`src/hw/rtl/assert_macros.svh`:
```
// Assertion helpers, clocked on aclk and held off during reset.
`ifndef ASSERT_MACROS_SVH
`define ASSERT_MACROS_SVH

// Property checked on every rising edge outside reset.
`define ASSERT_CLK(label, prop, msg) \
    label: assert property (@(posedge aclk) disable iff (!aresetn) (prop)) \
        else $error(msg);

// Implication: antecedent at an edge implies consequent at the same edge.
`define ASSERT_IMPL(label, ante, cons, msg) \
    label: assert property (@(posedge aclk) disable iff (!aresetn) \
        (ante) |-> (cons)) else $error(msg);

`endif

```
`src/hw/rtl/p2pmr_pkg.sv`:
```
`default_nettype none

package p2pmr_pkg;

    // Storage sizing
    localparam int HOLD_DEPTH_DEF = 64;
    localparam int MAX_HELD       = 36;   // longest held window (offsets 40..75)

    // Frame offsets, tracked in a narrow counter that saturates past all windows
    localparam int             POS_W      = 7;
    localparam logic [POS_W-1:0] POS_SAT    = 7'd76;
    localparam logic [POS_W-1:0] OFF_RX_DST = 7'd0;
    localparam logic [POS_W-1:0] OFF_TX_SRC = 7'd6;
    localparam logic [POS_W-1:0] OFF_ETYPE  = 7'd12;
    localparam logic [POS_W-1:0] OFF_TX_ARP = 7'd22;
    localparam logic [POS_W-1:0] OFF_RX_ARP = 7'd32;
    localparam logic [POS_W-1:0] OFF_CSUM   = 7'd40;
    localparam logic [POS_W-1:0] OFF_DHCP   = 7'd70;
    localparam logic [POS_W-1:0] MAC_LAST   = 7'd5;   // last byte index of an address

    // Length thresholds
    localparam logic [10:0] LEN_MIN  = 11'd14;
    localparam logic [10:0] LEN_ARP  = 11'd42;
    localparam logic [10:0] LEN_DHCP = 11'd300;

    // EtherType for ARP
    localparam logic [7:0] ETYPE_HI = 8'h08;
    localparam logic [7:0] ETYPE_LO = 8'h06;

    localparam logic [1:0] IFACE_P2P = 2'd1;

    // Configuration register indexes
    localparam logic [1:0] CFG_PRIMARY_MAC   = 2'd0;
    localparam logic [1:0] CFG_SECONDARY_MAC = 2'd1;
    localparam logic [1:0] CFG_SEC_ACTIVE    = 2'd2;

    typedef enum logic [1:0] {
        WIN_ADDR,
        WIN_ARP,
        WIN_DHCP
    } win_kind_t;

    // Byte k of a MAC address, byte 0 in the top bits
    function automatic logic [7:0] mac_byte(input logic [47:0] mac, input logic [2:0] k);
        logic [7:0] b;
        case (k)
            3'd0:    b = mac[47:40];
            3'd1:    b = mac[39:32];
            3'd2:    b = mac[31:24];
            3'd3:    b = mac[23:16];
            3'd4:    b = mac[15:8];
            3'd5:    b = mac[7:0];
            default: b = 8'h00;
        endcase
        return b;
    endfunction

endpackage

`default_nettype wire

```
`src/hw/rtl/p2p_frame_mac_rewriter.sv`:
```
// A byte in no held window goes via the hold memory, read register and output register. Held
// windows (6 or 36 bytes) are released at their last byte or the frame's end, then drain
// one byte per cycle while m_ is not stalled, from the hold memory (one write port, one
// read port). Throughput: one byte per cycle within a frame while the memory has room; a
// frame's first byte waits until the previous frame has fully left the hold memory and its
// read stage. Reset: aresetn synchronous, active low; clears control state, not memory.
`default_nettype none
`include "assert_macros.svh"

module p2p_frame_mac_rewriter
    import p2pmr_pkg::*;
#(
    parameter int HOLD_DEPTH = HOLD_DEPTH_DEF
) (
    input  wire logic        aclk,
    input  wire logic        aresetn,

    // Configuration write port
    input  wire logic        cfg_we,
    input  wire logic [1:0]  cfg_idx,
    input  wire logic [47:0] cfg_wdata,

    // Frame bytes in
    input  wire logic        s_tvalid,
    output logic             s_tready,
    input  wire logic [23:0] s_tdata,   // [10:0] frame_len, [18:11] data_byte, [23:19] zero
    input  wire logic [2:0]  s_tuser,   // [0] direction, [2:1] iface_id
    input  wire logic        s_tlast,   // end_of_frame

    // Frame bytes out
    output logic             m_tvalid,
    input  wire logic        m_tready,
    output logic [7:0]       m_tdata,   // [7:0] out_byte
    output logic             m_tlast    // out_last
);

    localparam int PTR_W = $clog2(HOLD_DEPTH);
    localparam int CNT_W = $clog2(HOLD_DEPTH + 1);

    // ---------------------------------------------------------------
    // Configuration registers
    // ---------------------------------------------------------------
    logic [47:0] primary_mac_reg;
    logic [47:0] secondary_mac_reg;
    logic        sec_active_reg;

    always_ff @(posedge aclk) begin
        if (!aresetn) begin
            primary_mac_reg   <= '0;
            secondary_mac_reg <= '0;
            sec_active_reg    <= 1'b0;
        end else if (cfg_we) begin
            unique case (cfg_idx)
                CFG_PRIMARY_MAC:   primary_mac_reg   <= cfg_wdata;
                CFG_SECONDARY_MAC: secondary_mac_reg <= cfg_wdata;
                CFG_SEC_ACTIVE:    sec_active_reg    <= cfg_wdata[0];
                default: ;
            endcase
        end
    end

    // ---------------------------------------------------------------
    // Input side: frame mode, position, window tracking
    // ---------------------------------------------------------------
    logic             in_frame_reg, in_frame_next;
    logic [POS_W-1:0] pos_reg, pos_next;
    logic             rx_reg, rx_next;
    logic             en_reg, en_next;
    logic             arplen_reg, arplen_next;
    logic             dhcp_reg, dhcp_next;
    logic             arp_reg, arp_next;       // EtherType confirmed ARP
    logic             b12_reg, b12_next;       // byte 12 was 0x08
    logic [47:0]      win_reg, win_next;       // last six bytes seen
    logic             swap_addr_reg, swap_addr_next;
    logic             swap_arp_reg, swap_arp_next;
    logic             swap_dhcp_reg, swap_dhcp_next;

    // FIFO control
    logic [PTR_W-1:0] wptr_reg, rptr_reg;
    logic [CNT_W-1:0] occ_reg, occ_next;       // entries written, not yet read
    logic [CNT_W-1:0] held_reg, held_next;     // newest entries not yet released
    logic             rdv_reg, rdv_next;       // read stage holds a byte

    logic             in_xfer;
    logic             first;
    logic [7:0]       in_byte;
    logic [10:0]      in_len;
    logic             cur_rx, cur_en, cur_arplen, cur_dhcp;
    logic [POS_W-1:0] p;
    logic             arp_now;
    logic             held;
    logic             at_end;
    win_kind_t        kind;
    logic [47:0]      match_mac;
    logic [47:0]      window;
    logic             release_now;
    logic             rd_en;
    logic             adv;

    assign in_byte = s_tdata[18:11];
    assign in_len  = s_tdata[10:0];
    assign first   = !in_frame_reg;

    // A new frame starts only once the previous one has fully drained.
    assign s_tready = (occ_reg < CNT_W'(HOLD_DEPTH)) &&
                      (in_frame_reg || (occ_reg == '0 && !rdv_reg));
    assign in_xfer  = s_tvalid && s_tready;

    always_comb begin
        cur_rx     = first ? s_tuser[0] : rx_reg;
        cur_en     = first ? (sec_active_reg && s_tuser[2:1] == IFACE_P2P && in_len >= LEN_MIN)
                           : en_reg;
        cur_arplen = first ? (in_len >= LEN_ARP) : arplen_reg;
        cur_dhcp   = first ? (in_len > LEN_DHCP) : dhcp_reg;
        p          = first ? '0 : pos_reg;
        arp_now    = (first ? 1'b0 : arp_reg) ||
                     (cur_en && cur_arplen && p == OFF_ETYPE + 7'd1 && b12_reg &&
                      in_byte == ETYPE_LO);

        // Window selection, same priority as the address rules
        held   = 1'b0;
        at_end = 1'b0;
        kind   = WIN_ADDR;
        if (cur_en) begin
            if (cur_rx && p <= OFF_RX_DST + MAC_LAST) begin
                held   = 1'b1;
                at_end = (p == OFF_RX_DST + MAC_LAST);
            end else if (!cur_rx && p >= OFF_TX_SRC && p <= OFF_TX_SRC + MAC_LAST) begin
                held   = 1'b1;
                at_end = (p == OFF_TX_SRC + MAC_LAST);
            end else if (arp_now && !cur_rx && p >= OFF_TX_ARP &&
                         p <= OFF_TX_ARP + MAC_LAST) begin
                held   = 1'b1;
                kind   = WIN_ARP;
                at_end = (p == OFF_TX_ARP + MAC_LAST);
            end else if (arp_now && cur_rx && p >= OFF_RX_ARP &&
                         p <= OFF_RX_ARP + MAC_LAST) begin
                held   = 1'b1;
                kind   = WIN_ARP;
                at_end = (p == OFF_RX_ARP + MAC_LAST);
            end else if (cur_dhcp && p >= OFF_CSUM && p <= OFF_DHCP + MAC_LAST) begin
                held   = 1'b1;
                kind   = WIN_DHCP;
                at_end = (p == OFF_DHCP + MAC_LAST);
            end
        end

        window      = {win_reg[39:0], in_byte};
        match_mac   = cur_rx ? primary_mac_reg : secondary_mac_reg;
        release_now = !held || at_end || s_tlast;

        // Next frame state
        in_frame_next  = in_frame_reg;
        pos_next       = pos_reg;
        rx_next        = rx_reg;
        en_next        = en_reg;
        arplen_next    = arplen_reg;
        dhcp_next      = dhcp_reg;
        arp_next       = arp_reg;
        b12_next       = b12_reg;
        win_next       = win_reg;
        swap_addr_next = swap_addr_reg;
        swap_arp_next  = swap_arp_reg;
        swap_dhcp_next = swap_dhcp_reg;
        if (in_xfer) begin
            in_frame_next = !s_tlast;
            pos_next      = s_tlast ? '0 : ((p < POS_SAT) ? p + 7'd1 : POS_SAT);
            rx_next       = cur_rx;
            en_next       = cur_en;
            arplen_next   = cur_arplen;
            dhcp_next     = cur_dhcp;
            arp_next      = arp_now;
            if (p == OFF_ETYPE) begin
                b12_next = (in_byte == ETYPE_HI);
            end
            win_next = window;
            if (first) begin
                swap_addr_next = 1'b0;
                swap_arp_next  = 1'b0;
                swap_dhcp_next = 1'b0;
            end
            // Compare against live registers when the window completes
            if (at_end && window == match_mac) begin
                case (kind)
                    WIN_ADDR: swap_addr_next = 1'b1;
                    WIN_ARP:  swap_arp_next  = 1'b1;
                    WIN_DHCP: swap_dhcp_next = 1'b1;
                    default: ;
                endcase
            end
        end
    end

    always_ff @(posedge aclk) begin
        if (!aresetn) begin
            in_frame_reg  <= 1'b0;
            pos_reg       <= '0;
            rx_reg        <= 1'b0;
            en_reg        <= 1'b0;
            arplen_reg    <= 1'b0;
            dhcp_reg      <= 1'b0;
            arp_reg       <= 1'b0;
            b12_reg       <= 1'b0;
            swap_addr_reg <= 1'b0;
            swap_arp_reg  <= 1'b0;
            swap_dhcp_reg <= 1'b0;
        end else begin
            in_frame_reg  <= in_frame_next;
            pos_reg       <= pos_next;
            rx_reg        <= rx_next;
            en_reg        <= en_next;
            arplen_reg    <= arplen_next;
            dhcp_reg      <= dhcp_next;
            arp_reg       <= arp_next;
            b12_reg       <= b12_next;
            swap_addr_reg <= swap_addr_next;
            swap_arp_reg  <= swap_arp_next;
            swap_dhcp_reg <= swap_dhcp_next;
        end
    end

    // Window bytes are payload; no reset needed
    always_ff @(posedge aclk) begin
        win_reg <= win_next;
    end

    // ---------------------------------------------------------------
    // Hold memory: {last, byte}, one write and one registered read a cycle
    // ---------------------------------------------------------------
    logic [8:0] hold_mem [HOLD_DEPTH];
    logic [8:0] mem_q_reg;

    always_ff @(posedge aclk) begin
        if (in_xfer) begin
            hold_mem[wptr_reg] <= {s_tlast, in_byte};
        end
        if (rd_en) begin
            mem_q_reg <= hold_mem[rptr_reg];
        end
    end

    // Read stage advances into the output register when that is free or taken
    assign adv   = rdv_reg && (!m_tvalid || m_tready);
    assign rd_en = (occ_reg != held_reg) && (!rdv_reg || adv);

    always_comb begin
        occ_next = occ_reg;
        if (in_xfer && !rd_en) begin
            occ_next = occ_reg + 1'b1;
        end else if (!in_xfer && rd_en) begin
            occ_next = occ_reg - 1'b1;
        end

        held_next = held_reg;
        if (in_xfer) begin
            held_next = release_now ? '0 : held_reg + 1'b1;
        end

        rdv_next = rd_en ? 1'b1 : (adv ? 1'b0 : rdv_reg);
    end

    always_ff @(posedge aclk) begin
        if (!aresetn) begin
            wptr_reg <= '0;
            rptr_reg <= '0;
            occ_reg  <= '0;
            held_reg <= '0;
            rdv_reg  <= 1'b0;
        end else begin
            if (in_xfer) begin
                wptr_reg <= (wptr_reg == PTR_W'(HOLD_DEPTH - 1)) ? '0 : wptr_reg + 1'b1;
            end
            if (rd_en) begin
                rptr_reg <= (rptr_reg == PTR_W'(HOLD_DEPTH - 1)) ? '0 : rptr_reg + 1'b1;
            end
            occ_reg  <= occ_next;
            held_reg <= held_next;
            rdv_reg  <= rdv_next;
        end
    end

    // ---------------------------------------------------------------
    // Drain side: rewrite on the way out, by frame offset of the byte
    // ---------------------------------------------------------------
    logic [POS_W-1:0] dpos_reg, dpos_next;
    logic [47:0]      repl_mac;
    logic [7:0]       sub_byte;
    logic             m_tvalid_reg, m_tvalid_next;
    logic [7:0]       m_tdata_reg;
    logic             m_tlast_reg;

    always_comb begin
        repl_mac = rx_reg ? secondary_mac_reg : primary_mac_reg;
        sub_byte = mem_q_reg[7:0];
        if (swap_addr_reg && rx_reg && dpos_reg <= OFF_RX_DST + MAC_LAST) begin
            sub_byte = mac_byte(repl_mac, 3'(dpos_reg - OFF_RX_DST));
        end else if (swap_addr_reg && !rx_reg && dpos_reg >= OFF_TX_SRC &&
                     dpos_reg <= OFF_TX_SRC + MAC_LAST) begin
            sub_byte = mac_byte(repl_mac, 3'(dpos_reg - OFF_TX_SRC));
        end else if (swap_arp_reg && !rx_reg && dpos_reg >= OFF_TX_ARP &&
                     dpos_reg <= OFF_TX_ARP + MAC_LAST) begin
            sub_byte = mac_byte(repl_mac, 3'(dpos_reg - OFF_TX_ARP));
        end else if (swap_arp_reg && rx_reg && dpos_reg >= OFF_RX_ARP &&
                     dpos_reg <= OFF_RX_ARP + MAC_LAST) begin
            sub_byte = mac_byte(repl_mac, 3'(dpos_reg - OFF_RX_ARP));
        end else if (swap_dhcp_reg && dpos_reg >= OFF_DHCP &&
                     dpos_reg <= OFF_DHCP + MAC_LAST) begin
            sub_byte = mac_byte(repl_mac, 3'(dpos_reg - OFF_DHCP));
        end else if (swap_dhcp_reg && (dpos_reg == OFF_CSUM || dpos_reg == OFF_CSUM + 7'd1)) begin
            // UDP checksum cleared along with the client address
            sub_byte = 8'h00;
        end

        dpos_next = dpos_reg;
        if (adv) begin
            dpos_next = mem_q_reg[8] ? '0 : ((dpos_reg < POS_SAT) ? dpos_reg + 7'd1 : POS_SAT);
        end

        m_tvalid_next = adv ? 1'b1 : (m_tready ? 1'b0 : m_tvalid_reg);
    end

    always_ff @(posedge aclk) begin
        if (!aresetn) begin
            dpos_reg     <= '0;
            m_tvalid_reg <= 1'b0;
        end else begin
            dpos_reg     <= dpos_next;
            m_tvalid_reg <= m_tvalid_next;
        end
    end

    always_ff @(posedge aclk) begin
        if (adv) begin
            m_tdata_reg <= sub_byte;
            m_tlast_reg <= mem_q_reg[8];
        end
    end

    assign m_tvalid = m_tvalid_reg;
    assign m_tdata  = m_tdata_reg;
    assign m_tlast  = m_tlast_reg;

    // ---------------------------------------------------------------
    // Assertions
    // ---------------------------------------------------------------
    `ASSERT_CLK(a_held_in_fifo, held_reg <= occ_reg, "held bytes exceed memory occupancy")
    `ASSERT_CLK(a_held_bound, held_reg <= CNT_W'(MAX_HELD), "held run longer than any window")
    `ASSERT_CLK(a_occ_bound, occ_reg <= CNT_W'(HOLD_DEPTH), "hold memory overflow")
    `ASSERT_IMPL(a_frame_start_empty, in_xfer && !in_frame_reg,
                 occ_reg == '0 && !rdv_reg && held_reg == '0,
                 "frame started before previous frame drained")

endmodule

`default_nettype wire
```
`config.mk`:
```
export PLATFORM = sky130hd
export DESIGN_NAME = p2p_frame_mac_rewriter
export DESIGN_NICKNAME = d
export VERILOG_FILES = /design/src/hw/rtl/p2pmr_pkg.sv /design/src/hw/rtl/p2p_frame_mac_rewriter.sv
export VERILOG_INCLUDE_DIRS = /design/src /design/src/hw/rtl
export SDC_FILE = /design/constraint.sdc
export NUM_CORES = 1
export LEC_CHECK = 0
export BUFFER_PORTS_ARGS = -buffer_cell sky130_fd_sc_hd__buf_2
export CAP_MARGIN = 15
export CELL_PAD_IN_SITES_DETAIL_PLACEMENT = 0
export CELL_PAD_IN_SITES_GLOBAL_PLACEMENT = 2
export CORE_MARGIN = 3
export CORE_UTILIZATION = 33
export CTS_CLUSTER_DIAMETER = 30
export DETAILED_ROUTE_END_ITERATION = 10
export PLACE_DENSITY = 0.61
export RECOVER_POWER = 100
export SYNTH_ARGS = -nofsm -noshare
export SYNTH_HDL_FRONTEND = slang
export SYNTH_SLANG_ARGS = --single-unit
```
`constraint.sdc`:
```
create_clock -name aclk -period 7.73 [get_ports aclk]
set_input_delay 1.1595 -clock aclk [delete_from_list [all_inputs] [get_ports aclk]]
set_output_delay 1.1595 -clock aclk [all_outputs]
set_load 0.1 [all_outputs]
```
* Word-level counts from Yosys, hierarchy flattened
Memories as Yosys holds them, arrays and structs flattened. A register that Yosys moved wholly into a read port is not among the register bits.
Index checks and enable logic that the tools add are counted.
** Storage, ports and cells
- Input bits :: 83
- Register bits :: 198
- RAM bits :: 576
- Word-level logic and storage cells :: 235
- Memories :: 1
** Cells by class
- Mux-type cells :: 61
- Equal/unequal tests :: 45
- Reductions and logical operators :: 69
- Add/subtract/negate cells :: 11
- Order comparisons :: 24
** Memories
- hold_mem :: words 64, width 9, rd ports 1, clocked after Yosys merged registers in 1, write ports 1, RTL line p2p_frame_mac_rewriter.sv:230 : logic [8:0] hold_mem [HOLD_DEPTH];
** Operators with widths (number)
- $pmux 8 s6 :: 5
- $mux 48 :: 2
- $mux 7 :: 8
- $eq 48x48->1 :: 1
- $mux 8 :: 6
- $logic_and 1x1->1 :: 39
- $mux 1 :: 32
- $eq 3x2->1 const B :: 10
- $eq 3x3->1 const B :: 10
- $add 7x1->7 const B :: 4
- $eq 7x4->1 const B :: 3
- $eq 7x6->1 const B :: 3
- $ge 7x6->1 const B :: 3
- $lt 7x7->1 const B :: 3
- $eq 3x1->1 const B :: 5
- $logic_not 3->1 :: 5
- $ge 7x3->1 const B :: 2
- $ge 7x5->1 const B :: 2
- $le 7x3->1 const B :: 2
- $le 7x4->1 const B :: 2
- $le 7x5->1 const B :: 2
- $le 7x6->1 const B :: 2
- $le 7x7->1 const B :: 2
- $add 6x1->6 const B :: 2
- other kinds (24) :: 55

* Longest topological paths before layout
Gate-level depths: netlist (run 1).
- Depth in word-level cells :: 21
- Mapped depth :: 16
- Mapped depth without buffers :: 14

* Worst setup path before layout (run 1)
OpenSTA, ideal clock, no wires.
- Path type :: input -> register
- From :: input s_tvalid
- To :: register occ_reg[6]
- Library setup time :: 76 ps
- Setup slack :: 3483 ps
- Stages on the path :: 14
- Arrival time :: 4171 ps
- Path buffers :: 1
- Required time :: 7654 ps
- Cell sequence :: nand2b_1 or2_2 inv_1 buf_2 ha_1 inv_1 fa_1 a21o_1 a21oi_1 o21bai_1 a21oi_1 xnor2_1 or3_1 a21boi_0
** Between the ends
- Longest elaborated chain between the ends :: 4
** RTL lines
- start, declared :: RTL line p2p_frame_mac_rewriter.sv:24 : input wire logic s_tvalid,
- $logic_and 1x1->1 (*) :: RTL line p2p_frame_mac_rewriter.sv:107 : assign in_xfer = s_tvalid && s_tready;
- via in_xfer :: RTL line p2p_frame_mac_rewriter.sv:84 : logic in_xfer;
- $logic_not 1->1 :: RTL line p2p_frame_mac_rewriter.sv:250 : end else if (!in_xfer && rd_en) begin
- $logic_and 1x1->1 :: RTL line p2p_frame_mac_rewriter.sv:250
- $reduce_bool 2->1 (no line)
- end signal, assigned :: RTL line p2p_frame_mac_rewriter.sv:276 : occ_reg <= occ_next;
- end, declared :: RTL line p2p_frame_mac_rewriter.sv:80 : logic [CNT_W-1:0] occ_reg, occ_next;
Mark *: on every way through the listed nets, which the timed path passes. The rest lies on a longest branch.
A chain may end at the register's enable or synchronous reset.

* Worst setup path in the final report (run 1)
- From :: register dpos_reg[2]
- To :: register m_tdata_reg[7], in the netlist m_tdata[7] (data pin)
** Between the ends
- Longest elaborated chain between the ends :: 9
** RTL lines
- start, declared :: RTL line p2p_frame_mac_rewriter.sv:285 : logic [POS_W-1:0] dpos_reg, dpos_next;
- start signal, assigned :: RTL line p2p_frame_mac_rewriter.sv:327 : dpos_reg <= dpos_next;
- branches (longest 8 deep; another with $sub 3x3->3)
- $mux 8 (*) :: RTL line p2p_frame_mac_rewriter.sv:295 : if (swap_addr_reg && rx_reg && dpos_reg <= OFF_RX_DST + MAC_LAST) begin
- via sub_byte[7] :: RTL line p2p_frame_mac_rewriter.sv:287 : logic [7:0] sub_byte;
- end signal, assigned :: RTL line p2p_frame_mac_rewriter.sv:334 : m_tdata_reg <= sub_byte;
- end, declared :: RTL line p2p_frame_mac_rewriter.sv:289 : logic [7:0] m_tdata_reg;
Mark *: on every way through the listed nets, which the timed path passes.

==> metrics.cfg, run 1 <==
[final_layout]
largest_register_ffs = 576
drive_gt1_share_pct = 25.0
stdcell_count = 3849
nNetsFinal = 2438
antenna_cells = 0
mostFrequentLayoutCells = edfxtp_1, nand2_1, mux4_2, clkbuf_16, dfxtp_1
final_common_cell = edfxtp_1
area_growth_pct = 23.8

[sta]
finClkSkew_ns = 0.0790
setup_viol = 0
post-route-period-util_pct = 71.4
max_slew.worst_pin.slew_ns = 3.86
relSlewSlack_pct = -157
final-max-slew-violation-count = 846
rsz0062_at_grt = no
final-hold-violation-count = 0
finalCriticalPeriod_ns = 5.52
setup_tns_ns = 0
fmax_mhz = 181

[global_route]
grt_overflow_total = 0
grt_max_degree = 94
grt_antenna_before_repair = 5
grt_pass1_wl_um = 143000
grt_pass1_vias = 20600
grt_usage_pct = 18.3

[floorplan]
die_x_um = 325
die_h_um = 325
start_util_pct = 33.4
core-area_mm2 = 0.100
rows = 116
ioPinCount = 94
die_area_mm2 = 0.105

[worst_setup_path]
rr_endpoint = m_tdata[7]$_DFFE_PP_
path_class = reg -> reg
cp.required_ns = 8.17
cp.arrival_ns = 5.96
worstSetupStartpointType = register
r2r_start = dpos_reg[2]$_SDFFE_PN0P_
end_kind = register
r2r_cells = 9
cp_max_fo = 26
r2r_slack_ns = 2.21

[cts]
cts.path.max_buffers = 3
postCtsSetupBuffers = 0
numClockSinks = 783
ctsResizeCount = 0
cts_tree = yes
cts-root-buf = clkbuf_16
clk_latency_ns = 0.77
htree_levels = 4
hold_buffers = 0
numCtsBuffers = 182
path_clk_slew_ns = 0.05

[yosys]
synth_cell_types = 73
avgSynthCellArea_um2 = 15.5
synth_fa_ha_area_share_pct = 0.881
ys_warn_count = 0
synth_xor_area_share_pct = 1.41
synth_edf_count = 634
synth_flop_cell = edfxtp_1
syn_area_mm2 = 0.0335
ys_ff_latch = 783
synth-compound-area-share_pct = 6.12
synth-simple-area-share_pct = 7.81
synth.area.mux_share_pct = 15.9
synth_top_family_by_area = multiplexers
syn_inst = 2159
async_reset_ff_share_pct = 0
synth_nets = 2265
seq_area_frac_synth_pct = 65.7

[place]
numPortBuffers = 88
dpl.cell_count = 3505
gp_congestion = 0.885
hpwl_um = 62600

[run]
maxCapViolations = 19

[routing]
postRouteAntennaNets = 0
vias_per_cell = 5.27
first_iter_violations = 1765
drcViolationCount = 0
wl_um = 97900
wl_per_cell_um = 25.4
vias = 20300
dr.pass1.iters = 7

[pwr]
p_leak_nw = 13.4
power_density_mw_per_mm2 = 356
vdd_ir_drop_max_mv = 0.230

[outcome]
outcome = finished, violations left
violations = max-capacitance violations, max-slew violations

[min_path]
hold_class = reg -> reg
hold_depth = 0
holdPathEnd = win_reg[20]$_DFFE_PP_
holdCritStartpoint = win_reg[12]$_DFFE_PP_

-- cells in the mapped netlist, drive strengths merged, types with 28 or more instances --
library cell | n | area, µm²
nand2 | 300 | 1130
buf | 43 | 216
o22ai | 28 | 175
a21boi | 105 | 788
xnor2 | 28 | 245
nor2 | 102 | 383
edfxtp | 634 | 19000
o21ai | 32 | 160
dfxtp | 149 | 2980
clkbuf | 84 | 315
nand3 | 31 | 155
inv | 56 | 210
mux4 | 218 | 4910
-- power breakdown --
group | switching, W | internal, W | leakage [nW]
clock | 0.00248 | 0.00507 | 2.99
sequential | 0.000219 | 0.00476 | 6.93
combinational | 0.00130 | 0.000962 | 3.52
-- layer usage --
metal / part of all wire [%] / vias up / track usage, %
met2: 47 / 704 / 28.9
met5: 0 / - / 0
met1: 44 / 10500 / 25.4
li1: - / 8864 / -
met4: 2.1 / 0 / 5.53
met3: 6.3 / 158 / 4.18
-- layout make-up --
type / instances / area, µm²
clock buffer: 222 / 4860
inverter: 57 / 214
fill: 9137 / 58900
tap: 1357 / 1700
sequential: 783 / 22000
timing repair buffer: 116 / 582
multi-input combinational: 1192 / 10800
clock inverter: 122 / 1370
-- kinds of logic (layout without fill, tap and decap cells) --
kind of cell | after synthesis | after routing
flip-flops | 783 | 783
multiplexers | 257 | 257
XOR/XNOR | 54 | 54
AND/OR/NAND/NOR | 578 | 578
AO/OA/AOI/OAI | 280 | 280
adder cells (fa/ha/maj) | 23 | 23
buffers and inverters | 184 | 517
-- how the worst max path moves through the flow --
stage,start,endpoint,slack [ns],depth (start not counted)
final,dpos_reg[2]$_SDFFE_PN0P_,m_tdata[7]$_DFFE_PP_,2.21,9
after global routing,dpos_reg[2]$_SDFFE_PN0P_,m_tdata[7]$_DFFE_PP_,1.67,9
after CTS,occ_reg[2]$_SDFFE_PN0P_,hold_mem[44][5]$_DFFE_PP_,3.15,7
after detailed placement,s_tvalid,hold_mem[44][2]$_DFFE_PP_,2.86,7
after global placement,s_tvalid,hold_mem[44][2]$_DFFE_PP_,2.87,7
after floorplan,s_tvalid,occ_reg[6]$_SDFFE_PN0P_,3.48,14
-- worst max-delay path, cell delays in order, from the launching register on --
cell and delay, ns:
dfxtp_1 0.30, clkbuf_1 1.43, inv_1 0.36, ha_1 0.42
clkbuf_1 1.23, nor2b_1 0.47, a222oi_1 0.54, nand2_1 0.15
o22ai_1 0.20, a32oi_1 0.13
-- stage by stage --
step / worst slack, ns / cell area, µm² / hold slack, ns / utilization [%] / total power (W)
finish: 2.21 / 41500 / 0.459 / 41.3 / 0.0148
global route: 1.67 / 41500 / 0.474 / 41.3 / 0.0153
CTS: 3.15 / 41600 / 0.457 / 41.4 / 0.0150
floorplan: 3.48 / 33500 / 0.441 / - / 0.00656
detailed placement: 2.86 / 35400 / 0.462 / 35.3 / 0.00735
global placement: 2.87 / 35400 / 0.456 / 35.3 / 0.00734
Power figures use the tool's default switching activity.
==> run 2: changes to the inputs <==
--- a/config.mk
+++ b/config.mk
@@ -6,6 +6,7 @@
 export SDC_FILE = /design/constraint.sdc
 export NUM_CORES = 1
 export LEC_CHECK = 0
+export ABC_AREA = 1
 export BUFFER_PORTS_ARGS = -buffer_cell sky130_fd_sc_hd__buf_2
 export CAP_MARGIN = 15
 export CELL_PAD_IN_SITES_DETAIL_PLACEMENT = 0
@@ -14,7 +15,7 @@
 export CORE_UTILIZATION = 33
 export CTS_CLUSTER_DIAMETER = 30
 export DETAILED_ROUTE_END_ITERATION = 10
-export PLACE_DENSITY = 0.61
+export PLACE_DENSITY = 0.67
 export RECOVER_POWER = 100
 export SYNTH_ARGS = -nofsm -noshare
 export SYNTH_HDL_FRONTEND = slang
==> constraint.sdc (replaced) <==
create_clock -name aclk -period 5.1 [get_ports aclk]
set_input_delay 0.765 -clock aclk [delete_from_list [all_inputs] [get_ports aclk]]
set_output_delay 0.765 -clock aclk [all_outputs]
set_load 0.1 [all_outputs]
==> run 2 against run 1 <==
  * The run still ends with max-capacitance violations, max-slew violations left
  * Highest routed layer unchanged
  * Worst setup slack got worse by 1.3 ns
  * Critical path depth is 1 lower
  * Routed wire length is 7.8% higher
  * Core utilization is 0.31 points higher
==> metrics.cfg, run 2 <==
[final_layout]
stdcell_count = 4937  ; +28%
largest_register_ffs = 576  ; unchanged
fill_cells = 9702  ; +6.2%
mostFrequentLayoutCells = edfxtp_1, nor2_1, o21ai_0, nand2_1, inv_1
final_common_cell = edfxtp_1
antenna_cells = 0  ; unchanged
nNetsFinal = 3524  ; +45%
drive_gt1_share_pct = 11.3  ; -14 points
area_growth_pct = 24.1
fin_area_mm2 = 0.0421  ; +1.3%

[sta]
setup_tns_ns = 0  ; unchanged
setup_slack_ns = 0.942  ; -1.27 ns
finClkSkew_ns = 0.0515  ; -0.0274 ns
max_slew.worst_pin.slew_ns = 3.49  ; -0.364 ns
finalCriticalPeriod_ns = 4.16  ; -1.36 ns
final-max-slew-violation-count = 781  ; -7.7%
rsz0062_at_grt = no
setup_viol = 0  ; unchanged
relSlewSlack_pct = -133  ; +24 points
fmax_mhz = 240  ; +33%
post-route-period-util_pct = 81.5  ; +10 points
final-hold-violation-count = 0  ; unchanged

[floorplan]
ioPinCount = 94  ; unchanged
die_x_um = 326  ; +0.53%
rows = 116  ; unchanged
start_util_pct = 33.6  ; +0.17 points
core-area_mm2 = 0.101  ; +0.58%
die_h_um = 326  ; +0.53%
die_area_mm2 = 0.107  ; +1.1%

[pwr]
p_leak_nw = 14.7  ; +9.6%
p_int_w = 0.0165  ; +53%
switching_power_w = 0.00694  ; +73%
vdd_ir_drop_max_mv = 0.294  ; +27%
p_seq_share_pct = 31.9  ; -1.8 points
clockPowerShare_pct = 51.4  ; +0.3 points
switching_share_pct = 29.6  ; +2.6 points
combPwrFrac_pct = 16.7  ; +1.4 points
power_density_mw_per_mm2 = 557  ; +56%

[global_route]
grt_usage_pct = 19.5  ; +1.2 points
grt_antenna_before_repair = 2  ; -3
grt_overflow_total = 0  ; unchanged
grt_pass1_wl_um = 158000  ; +11%
grt_max_degree = 146  ; +55%
grt_pass1_vias = 24800  ; +21%

[routing]
dr.pass1.iters = 6  ; -1
vias_per_cell = 5.12  ; -2.7%
wl_per_cell_um = 21.4  ; -16%
first_iter_violations = 1968  ; +12%
vias = 25300  ; +25%
drcViolationCount = 0  ; unchanged
postRouteAntennaNets = 0  ; unchanged
wl_um = 105000  ; +7.8%

[worst_setup_path]
end_kind = register
cp_max_fo = 9  ; -65%
r2r_cells = 8  ; -1
max_stage_delay_ns = 1.06  ; -0.37 ns
cp.required_ns = 5.45  ; -2.72 ns
rr_endpoint = hold_mem[34][7]$_DFFE_PP_
critPathLaunch = occ_reg[1]$_SDFFE_PN0P_
endpoint = hold_mem[34][7]$_DFFE_PP_
slowest_stage = nor2_1
path_common_cell = nor2_1
path_cells = nor3_1, nand3_1, o31ai_1, nand2_1, nor2_1, buf_4, nand4_1, nor2_1
cp.arrival_ns = 4.51  ; -1.45 ns
r2r_start = occ_reg[1]$_SDFFE_PN0P_
path_class = reg -> reg
worstSetupStartpointType = register
r2r_slack_ns = 0.94  ; -1.27 ns

[yosys]
ys_ff_latch = 783  ; unchanged
syn_inst = 3275  ; +52%
syn_area_mm2 = 0.0339  ; +1.1%
seq_area_frac_synth_pct = 65.0  ; -0.70 points
synth_nets = 3381  ; +49%
synth_area_leaders = edfxtp_1, dfxtp_1, o21ai_0, nor2_1, nand2_1
yosys.area.top_type = edfxtp_1
synth_flop_cell = edfxtp_1
synth_edf_count = 634  ; unchanged
avgSynthCellArea_um2 = 10.3  ; -33%
synth_top_area_share_pct = 56.2  ; -0.61 points
async_reset_ff_share_pct = 0  ; unchanged
post-synth-top-count-cell = edfxtp_1
ys_warn_count = 0  ; unchanged
synth_cell_types = 52  ; -29%
yosys-top-cells-count = edfxtp_1, nor2_1, o21ai_0, nand2_1, inv_1

[place]
numPortBuffers = 88  ; unchanged
pre_cts_ws_ns = 1.25  ; -1.61 ns
dpl.cell_count = 4584  ; +31%
gp_congestion = 0.832  ; -6.0%
hpwl_um = 64600  ; +3.3%
placed_area_mm2 = 0.0357  ; +0.83%

[cts]
numClockSinks = 783  ; unchanged
htree_levels = 4  ; unchanged
cts-root-buf = clkbuf_16
postCtsSetupBuffers = 0  ; unchanged
ctsResizeCount = 0  ; unchanged
clk_latency_ns = 0.78  ; about the same
hold_buffers = 0  ; unchanged
path_clk_slew_ns = 0.04  ; about the same
numCtsBuffers = 188  ; +3.3%
cts_tree = yes
cts.path.max_buffers = 3  ; unchanged

[outcome]
outcome = finished, violations left
violations = max-capacitance violations, max-slew violations

[min_path]
hold_class = in -> reg

[run]
maxCapViolations = 13  ; -6

==> run 2: changes by cell type after synthesis, moves of 114 or more <==
cell	delta
o21ai_0	+461
nor2_1	+392
mux4_2	-218
nand2_1	+169
inv_1	+145
a21oi_1	+114
==> run 2: cell families after synthesis <==
logic type / synth area share [%]
adder cells (fa/ha/maj): 0.871
XOR/XNOR: 0.904
AND/OR/NAND/NOR: 14.3
flip-flops: 65.0
buffers and inverters: 4.62
multiplexers: 0.0295
AO/OA/AOI/OAI: 14.3
==> run 2: power groups by stage <==
stage               clock [W]  sequential, W  combinational [W]
finish                 0.0120        0.00748            0.00391
detailed placement          0        0.00758            0.00397
global route           0.0126        0.00751            0.00433
floorplan                   0        0.00758            0.00245
CTS                    0.0122        0.00747            0.00399
global placement            0        0.00757            0.00391
==> run 2: worst max-delay path, delay by kind of cell (launching register included) <==
family          cells  cell delay [ns]
simple gates        6             2.80
flops               1             0.37
compound gates      1             0.23
buf+inv             1             0.32
==> run 2: per-stage QoR <==
stage               hold WS, ns  power, W  util [%]
finish                    0.276    0.0234      41.7
global route              0.260    0.0244      41.7
CTS                       0.215    0.0237      41.8
detailed placement        0.454    0.0116      35.3
global placement          0.445    0.0115      35.3
floorplan                 0.430    0.0100         -
==> run 2: area by class of cell <==
cell class	instances	area, µm²	area share [%]
repair buffers	137	719	1.71
multi-input cells	2102	10300	24.5
clock buffers	251	5200	12.4
inverters	206	782	1.86
flip-flops and latches	783	22000	52.4
clock inverters	101	1340	3.17
well taps	1357	1700	4.04
==> run 2: per-layer routing <==
metal | routed length, µm | up-vias | track usage, %
met5 | 0 | - | 0
met4 | 2180 | 0 | 6.34
met3 | 5180 | 155 | 3.65
met2 | 50300 | 671 | 31.8
met1 | 47800 | 12500 | 26.2
li1 | - | 12000 | -
==> run 2: worst min path at each step <==
stage | start | to | slack (ns) | depth (start not counted)
final | cfg_wdata[16] | secondary_mac_reg[16]$_SDFFE_PN0P_ | 0.28 | 3
after global routing | cfg_wdata[39] | secondary_mac_reg[39]$_SDFFE_PN0P_ | 0.26 | 3
after CTS | cfg_wdata[16] | secondary_mac_reg[16]$_SDFFE_PN0P_ | 0.22 | 3
after detailed placement | secondary_mac_reg[12]$_SDFFE_PN0P_ | secondary_mac_reg[12]$_SDFFE_PN0P_ | 0.45 | 2
after global placement | primary_mac_reg[6]$_SDFFE_PN0P_ | primary_mac_reg[6]$_SDFFE_PN0P_ | 0.45 | 2
after floorplan | sec_active_reg$_SDFFE_PN0P_ | sec_active_reg$_SDFFE_PN0P_ | 0.43 | 2
